===== src/design/gcd_pkg.sv =====
package gcd_pkg;

    // Operand width of the arithmetic; the stream fields stay at 32 bits.
    localparam int OPERAND_WIDTH = 32;
    localparam int FIELD_WIDTH   = 32;
    localparam int K_WIDTH       = $clog2(OPERAND_WIDTH + 1);
    localparam int CNT_WIDTH     = $clog2(OPERAND_WIDTH);
    localparam int PROD_WIDTH    = 2 * OPERAND_WIDTH;

    // Action codes carried in the input tuser.
    localparam logic ACT_GCD = 1'b0;
    localparam logic ACT_LCM = 1'b1;

    typedef enum logic [2:0] {
        ST_IDLE,
        ST_GCD,
        ST_DIV,
        ST_MUL,
        ST_DONE
    } t_state;

    // Commands from the controller to the datapath.
    typedef struct packed {
        logic load;
        logic gcd_step;
        logic gcd_fin;
        logic div_init;
        logic div_step;
        logic mul;
        logic emit;
    } t_dp_cmd;

    // Status from the datapath to the controller.
    typedef struct packed {
        logic gcd_done;
        logic both_zero;
        logic is_lcm;
        logic div_last;
    } t_dp_sts;

endpackage


===== src/design/gcd_datapath.sv =====
module gcd_datapath
    import gcd_pkg::*;
(
    input  logic                   i_clk,
    input  logic                   i_act,
    input  logic [FIELD_WIDTH-1:0] i_first,
    input  logic [FIELD_WIDTH-1:0] i_second,
    input  t_dp_cmd                i_cmd,
    output t_dp_sts                o_sts,
    output logic [FIELD_WIDTH-1:0] o_answer,
    output logic                   o_overflow
);

    localparam int W = OPERAND_WIDTH;

    logic                 r_act;
    logic [W-1:0]         r_a;
    logic [W-1:0]         r_b;
    logic [W-1:0]         r_x;
    logic [W-1:0]         r_y;
    logic [K_WIDTH-1:0]   r_k;
    logic [W-1:0]         r_g;
    logic [W-1:0]         r_rem;
    logic [W-1:0]         r_quo;
    logic [CNT_WIDTH-1:0] r_cnt;
    logic [PROD_WIDTH-1:0] r_prod;
    logic [FIELD_WIDTH-1:0] r_answer;
    logic                 r_overflow;

    logic [W-1:0]         n_x;
    logic [W-1:0]         n_y;
    logic [K_WIDTH-1:0]   n_k;
    logic [W:0]           trial;
    logic [W:0]           trial_diff;
    logic                 trial_ok;
    logic [W-1:0]         x_minus_y;
    logic [W-1:0]         y_minus_x;

    assign x_minus_y = r_x - r_y;
    assign y_minus_x = r_y - r_x;

    // One binary GCD step: strip common twos, strip single twos, or subtract and halve.
    always_comb begin
        n_x = r_x;
        n_y = r_y;
        n_k = r_k;
        priority if (!r_x[0] && !r_y[0]) begin
            n_x = r_x >> 1;
            n_y = r_y >> 1;
            n_k = r_k + K_WIDTH'(1);
        end else if (!r_x[0]) begin
            n_x = r_x >> 1;
        end else if (!r_y[0]) begin
            n_y = r_y >> 1;
        end else if (r_x >= r_y) begin
            n_x = x_minus_y >> 1;
        end else begin
            n_y = y_minus_x >> 1;
        end
    end

    // Restoring divide: one quotient bit per cycle.
    assign trial      = {r_rem, r_quo[W-1]};
    assign trial_diff = trial - {1'b0, r_g};
    assign trial_ok   = !trial_diff[W];

    // Operand and GCD registers.
    always_ff @(posedge i_clk) begin
        if (i_cmd.load) begin
            r_act <= i_act;
            r_a   <= W'(i_first);
            r_b   <= W'(i_second);
            r_x   <= W'(i_first);
            r_y   <= W'(i_second);
            r_k   <= '0;
        end else if (i_cmd.gcd_step) begin
            r_x <= n_x;
            r_y <= n_y;
            r_k <= n_k;
        end
        if (i_cmd.gcd_fin) begin
            // One of the two is zero here, so the OR picks the other.
            r_g <= (r_x | r_y) << r_k;
        end
    end

    // Divider registers for first / gcd.
    always_ff @(posedge i_clk) begin
        if (i_cmd.div_init) begin
            r_rem <= '0;
            r_quo <= r_a;
            r_cnt <= '0;
        end else if (i_cmd.div_step) begin
            r_rem <= trial_ok ? trial_diff[W-1:0] : trial[W-1:0];
            r_quo <= {r_quo[W-2:0], trial_ok};
            r_cnt <= r_cnt + CNT_WIDTH'(1);
        end
    end

    // Product of quotient and second operand; with both operands zero it is zero.
    always_ff @(posedge i_clk) begin
        if (i_cmd.mul) begin
            r_prod <= o_sts.both_zero ? '0 : r_quo * r_b;
        end
    end

    // Result register holds the answer while a new request is worked on.
    always_ff @(posedge i_clk) begin
        if (i_cmd.emit) begin
            if (r_act == ACT_LCM) begin
                r_answer   <= FIELD_WIDTH'(r_prod[W-1:0]);
                r_overflow <= |r_prod[PROD_WIDTH-1:W];
            end else begin
                r_answer   <= FIELD_WIDTH'(r_g);
                r_overflow <= 1'b0;
            end
        end
    end

    assign o_sts.gcd_done  = (r_x == '0) || (r_y == '0);
    assign o_sts.both_zero = (r_a == '0) && (r_b == '0);
    assign o_sts.is_lcm    = (r_act == ACT_LCM);
    assign o_sts.div_last  = (r_cnt == CNT_WIDTH'(W - 1));
    assign o_answer        = r_answer;
    assign o_overflow      = r_overflow;

endmodule


===== src/design/gcd_control.sv =====
module gcd_control
    import gcd_pkg::*;
(
    input  logic    i_clk,
    input  logic    i_rst_n,
    input  logic    i_in_valid,
    input  logic    i_out_ready,
    input  t_dp_sts i_sts,
    output logic    o_in_ready,
    output logic    o_out_valid,
    output t_dp_cmd o_cmd
);

    t_state r_state;
    t_state n_state;
    logic   r_out_valid;
    logic   n_out_valid;
    logic   out_free;

    assign out_free = !r_out_valid || i_out_ready;

    // State and output-valid registers.
    always_ff @(posedge i_clk) begin
        if (!i_rst_n) begin
            r_state     <= ST_IDLE;
            r_out_valid <= 1'b0;
        end else begin
            r_state     <= n_state;
            r_out_valid <= n_out_valid;
        end
    end

    // Next state.
    always_comb begin
        n_state = r_state;
        unique case (r_state)
            ST_IDLE: begin
                if (i_in_valid) begin
                    n_state = ST_GCD;
                end
            end
            ST_GCD: begin
                if (i_sts.gcd_done) begin
                    if (!i_sts.is_lcm) begin
                        n_state = ST_DONE;
                    end else if (i_sts.both_zero) begin
                        n_state = ST_MUL;
                    end else begin
                        n_state = ST_DIV;
                    end
                end
            end
            ST_DIV: begin
                if (i_sts.div_last) begin
                    n_state = ST_MUL;
                end
            end
            ST_MUL: begin
                n_state = ST_DONE;
            end
            ST_DONE: begin
                if (out_free) begin
                    n_state = ST_IDLE;
                end
            end
            default: begin
                n_state = ST_IDLE;
            end
        endcase
    end

    // Datapath commands and handshake outputs.
    always_comb begin
        o_cmd      = '0;
        o_in_ready = 1'b0;
        unique case (r_state)
            ST_IDLE: begin
                o_in_ready = 1'b1;
                o_cmd.load = i_in_valid;
            end
            ST_GCD: begin
                o_cmd.gcd_step = !i_sts.gcd_done;
                o_cmd.gcd_fin  = i_sts.gcd_done;
                o_cmd.div_init = i_sts.gcd_done;
            end
            ST_DIV: begin
                o_cmd.div_step = 1'b1;
            end
            ST_MUL: begin
                o_cmd.mul = 1'b1;
            end
            ST_DONE: begin
                o_cmd.emit = out_free;
            end
            default: begin
                o_cmd = '0;
            end
        endcase
    end

    // The result flag rises on emit and falls when the result is taken.
    always_comb begin
        if (o_cmd.emit) begin
            n_out_valid = 1'b1;
        end else if (r_out_valid && i_out_ready) begin
            n_out_valid = 1'b0;
        end else begin
            n_out_valid = r_out_valid;
        end
    end

    assign o_out_valid = r_out_valid;

endmodule


===== src/design/gcd_lcm_unit.sv =====
// Channel  | Ports                  | Contents (lowest bit first)
// ---------+------------------------+------------------------------------------
// input    | i_s_tvalid/o_s_tready  | tdata: first_operand, second_operand
//          |                        | tuser: action (0 gcd, 1 lcm)
// output   | o_m_tvalid/i_m_tready  | tdata: answer; tuser: overflow
//
// The binary GCD loop and, for lcm, the one bit per cycle restoring divider set how
// long a request takes; the product is one registered multiply.
// Reset clears the controller and the result valid flag only.
// A new request is taken while the previous result still waits on i_m_tready;
// a finished result holds in its state until the output register is free.
module gcd_lcm_unit
    import gcd_pkg::*;
(
    input  logic                       i_clk,
    input  logic                       i_rst_n,
    input  logic                       i_s_tvalid,
    output logic                       o_s_tready,
    input  logic [2*FIELD_WIDTH-1:0]   i_s_tdata,   // first_operand, second_operand
    input  logic                       i_s_tuser,   // action
    output logic                       o_m_tvalid,
    input  logic                       i_m_tready,
    output logic [FIELD_WIDTH-1:0]     o_m_tdata,   // answer
    output logic                       o_m_tuser    // overflow
);

    t_dp_cmd cmd;
    t_dp_sts sts;

    // Sequencer.
    gcd_control u_control (
        .i_clk       (i_clk),
        .i_rst_n     (i_rst_n),
        .i_in_valid  (i_s_tvalid),
        .i_out_ready (i_m_tready),
        .i_sts       (sts),
        .o_in_ready  (o_s_tready),
        .o_out_valid (o_m_tvalid),
        .o_cmd       (cmd)
    );

    // Arithmetic and result register.
    gcd_datapath u_datapath (
        .i_clk      (i_clk),
        .i_act      (i_s_tuser),
        .i_first    (i_s_tdata[FIELD_WIDTH-1:0]),
        .i_second   (i_s_tdata[2*FIELD_WIDTH-1:FIELD_WIDTH]),
        .i_cmd      (cmd),
        .o_sts      (sts),
        .o_answer   (o_m_tdata),
        .o_overflow (o_m_tuser)
    );

endmodule


===== config.mk =====
export PLATFORM = sky130hd
export DESIGN_NAME = gcd_lcm_unit
export DESIGN_NICKNAME = d
export VERILOG_FILES = /design/src/design/gcd_pkg.sv /design/src/design/gcd_datapath.sv /design/src/design/gcd_control.sv /design/src/design/gcd_lcm_unit.sv
export SDC_FILE = /design/constraint.sdc
export NUM_CORES = 2
export LEC_CHECK = 0
export BUFFER_PORTS_ARGS = -buffer_cell sky130_fd_sc_hd__buf_2
export CAP_MARGIN = 10
export CORE_MARGIN = 2
export CORE_UTILIZATION = 35
export CTS_BUF_LIST = sky130_fd_sc_hd__clkbuf_16
export DETAILED_ROUTE_END_ITERATION = 10
export PLACE_DENSITY = 0.48
export SYNTH_ARGS = -nofsm -noshare
export SYNTH_HDL_FRONTEND = slang
export SYNTH_SLANG_ARGS = --single-unit
export TNS_END_PERCENT = 10

===== constraint.sdc =====
create_clock -name i_clk -period 7.6 [get_ports i_clk]
set_input_delay 0.38 -clock i_clk [delete_from_list [all_inputs] [get_ports i_clk]]
set_output_delay 0.38 -clock i_clk [all_outputs]
set_load 0.05 [all_outputs]

==> Implementation_results.wiki <==
{| class="wikitable"
! Metric !! Value
|-
| Htree depth || 2
|-
| Layout cell share with drive strength beyond 1 || 0.120
|-
| Drt via density || between 5 and 6
|-
| Register bit total from synthesis || 337
|-
| R2r setup slk || -20 ps
|-
| Mean cell area of the mapped netlist || 9.29 sq um
|-
| Number of inserted filler cells in the final layout || approximately 16,000
|-
| GRT Resource Usage Total || 0.232
|-
| Post-layout nets || 7,430
|-
| Max Fclk || 0.131 GHz
|-
| Type of the worst min-delay path || input pin to register
|-
| Placer Congestion || ~0.96
|-
| Effective utilization at floorplan || 0.351
|-
| Wire length of the first global-routing pass || ~280 mm
|-
| Worst Tran Pin Value || 1100 ps
|-
| Clock latency on the worst-skew pair || approximately 640 ps
|-
| Die Area || between 150,000 and 200,000 sq um
|-
| Time the final worst path needs with I/O delays and setup || approximately 7600 ps
|-
| Chip width || 397 um
|-
| Unrepaired setup endpoints after global routing || yes
|-
| Clock edge transition at the registers on the reported setup and hold paths || around 70 ps
|-
| Crit path capture type || register
|-
| Top FF cell, synth || edfxtp_1
|-
| Area contributors post-synth || fa_1 33%, edfxtp_1 16%, ha_1 9.1%, inv_1 7.0%, and2_1 7.0%
|-
| Port-buffer cells || 103
|-
| Critical path required time || just under 8000 ps
|-
| Footprint of the multi-input gates || a little under 40,000 sq um
|-
| Initial antenna violation count || 10
|-
| Final slew viol count || 0
|-
| Bufs on Longest Clock Path || 3
|-
| Final Skew || 22.9 ps
|-
| Total Wirelength || 180 mm
|-
| EDFF count, synth || just under 300
|-
| Critical Path AT || just under 8000 ps
|-
| Top post-synthesis cells by count || 1,007 x inv_1, 899 x fa_1, 702 x nand2_1, 600 x and2_1, 393 x ha_1
|-
| Standard cell core area || between 150,000 and 200,000 sq um
|-
| Highest cell delay on the worst timing path || roughly 520 ps
|-
| Synth-to-layout area growth || 14.7%
|-
| Root cell of the clock tree || clkbuf_16
|-
| Cell area after synthesis || about 54,000 sq um
|-
| CP max stage cell || fa_1
|-
| Vias in the first global route || around 43,000
|-
| Count of final hold-check violations || 0
|-
| Worst Setup Slack post-DPL || -406 ps
|-
| Proportion of synthesized flip-flops having asynchronous set or reset || 0
|-
| Count of nets left with antenna violations after detail routing || 0
|-
| Total clock sinks || between 300 and 400
|-
| Detailed router's first-iteration violation count || approximately 2,800
|-
| HPWL Detailed || 149 mm
|-
| Num CTS Buffers || 44
|-
| Leading cell type by number of instances after synthesis || inv_1
|-
| Max-cap violations || 0
|-
| Top-area cell type share of the netlist area || 0.334
|-
| # setup viols final || 1
|-
| Detailed-route DRC error count || 0
|-
| Maximum number of pins on one net before global-route repair || 79
|-
| First drt pass iteration count || 6
|-
| Residual overflow from global routing || 0
|-
| Result of the run || finished, violations left
|-
| Sequential Area || between 9000 and 10,000 sq um
|-
| Number of library cell types mapped by synthesis || 88
|-
| Yosys warning count || 0
|-
| I/O pin count || between 100 and 150
|-
| Relative slew margins || 0.263
|-
| Biggest area consumer among synthesized cells || fa_1
|-
| Worst Path Class, Setup || register to register
|-
| Sequential-to-total area share from yosys stat || 0.179
|-
| Die extent in y || around 400 um
|-
| Most frequent CP cell || fa_1
|-
| WL per Instance || about 22 um
|-
| Syn nets || ~7,200
|-
| Total number of vias || 41,400
|-
| Maximum fanout along the worst path || 18
|-
| Clock tree from TritonCTS || done
|-
| Number of instances in the synthesized netlist || approximately 5,800
|-
| Failing checks || setup timing
|-
| Final sum of negative setup slack || -15.6 ps
|-
| Crit path setup slack, layout || -15.6 ps
|-
| Number of rows created at floorplan || 144
|-
| Final cycle utilization of the critical path || 1.00
|-
| Category of the worst setup path launch point || register
|}
-- per-stage QoR --
step / cells / util / hold slack [ps] / instance area [sq um]
floorplan: 5803 / - / 441 / 53900
global placement: 8013 / 0.387 / 447 / 59400
detailed placement: 8013 / 0.387 / 455 / 59400
CTS: 8143 / 0.401 / 0.133 / 61600
global route: 8150 / 0.403 / 7.46 / 61900
finish: 8153 / 0.403 / 29.0 / 61900
-- flip-flops by register name, summed over array words and instances, names as in the netlist --
register,flops
u_datapath.r_rem,32
u_datapath.r_quo,32
u_datapath.r_g,32
u_datapath.r_y,32
u_datapath.r_k,6
u_datapath.r_act,1
u_datapath.o_overflow,1
u_datapath.r_x,32
u_datapath.r_prod,64
u_control.o_out_valid,1
u_datapath.r_b,32
u_datapath.o_answer,32
u_datapath.r_a,32
u_control.r_state,3
u_datapath.r_cnt,5
-- final cells by class --
cell class / instances / area share
Antenna cell: 4 / 0.000162
Clock buffer: 44 / 0.0178
Clock inverter: 38 / 0.00611
Inverter: 1019 / 0.0619
Multi-Input combinational cell: 4124 / 0.641
Sequential cell: 337 / 0.156
Tap cell: 2044 / 0.0413
Timing Repair Buffer: 543 / 0.0761
-- layout by cell type (no fill, tap or decap), drive strengths merged, types with 39 or more instances in the layout --
cell type / instances
nor3: 48
xnor2: 114
mux2i: 51
a21oi: 221
edfxtp: 290
nor2: 292
a21o: 50
o21bai: 49
clkbuf: 44
dfxtp: 47
a221oi: 39
nand2: 702
fa: 899
o21ai: 153
nor4: 48
buf: 513
nand3: 52
nand4: 39
inv: 1026
ha: 393
and2: 600
-- routing by layer --
| metal | share of wire | global-route usage |
|---|---|---|
| met5 | 0.000061 | 0 |
| met4 | 0.026 | 0.0568 |
| met3 | 0.040 | 0.0207 |
| met2 | 0.49 | 0.394 |
| met1 | 0.45 | 0.320 |
-- logic make-up after synthesis --
kind of cell / synth area share
simple gates: 0.174
buf+inv: 0.0947
fa+ha+maj: 0.425
compound gates: 0.0858
flops: 0.179
xor+xnor: 0.0245
mux: 0.0172
-- timing repair --
action                     CTS  global route
setup buffers               19             6
gates cloned                 2             0
hold buffers                29             1
resized for setup           49            46
pin swaps                   53            30
hold endpoints to repair    31             1
setup endpoints to repair   23            29
-- path summary, 6_finish.rpt --
path | from | endpoint | cells past startpoint
worst max-delay path | u_datapath.r_quo[6]$_DFFE_PP_ | u_datapath.r_prod[52]$_SDFFCE_PP0P_ | 28
worst min-delay path | i_s_tdata[3] | u_datapath.r_a[3]$_DFFE_PP_ | 1
worst max register to register | u_datapath.r_quo[6]$_DFFE_PP_ | u_datapath.r_prod[52]$_SDFFCE_PP0P_ | 28
worst min register to register | u_datapath.r_cnt[4]$_SDFFE_PP0P_ | u_datapath.r_cnt[4]$_SDFFE_PP0P_ | 2
-- critical path, delay by kind of cell, from the launching register on --
kind | cells | cell delay (ps)
buffers and inverters | 8 | 760
xor gates and xnor gates | 1 | 120
DFF | 1 | 480
and+or+nand+nor | 4 | 500
adders and majority gates | 9 | 3780
AOI/OAI and AO/OA | 6 | 1640
Power is not shown: default switching activity piles up to over one toggle a cycle in this logic, so the estimate is an artifact.
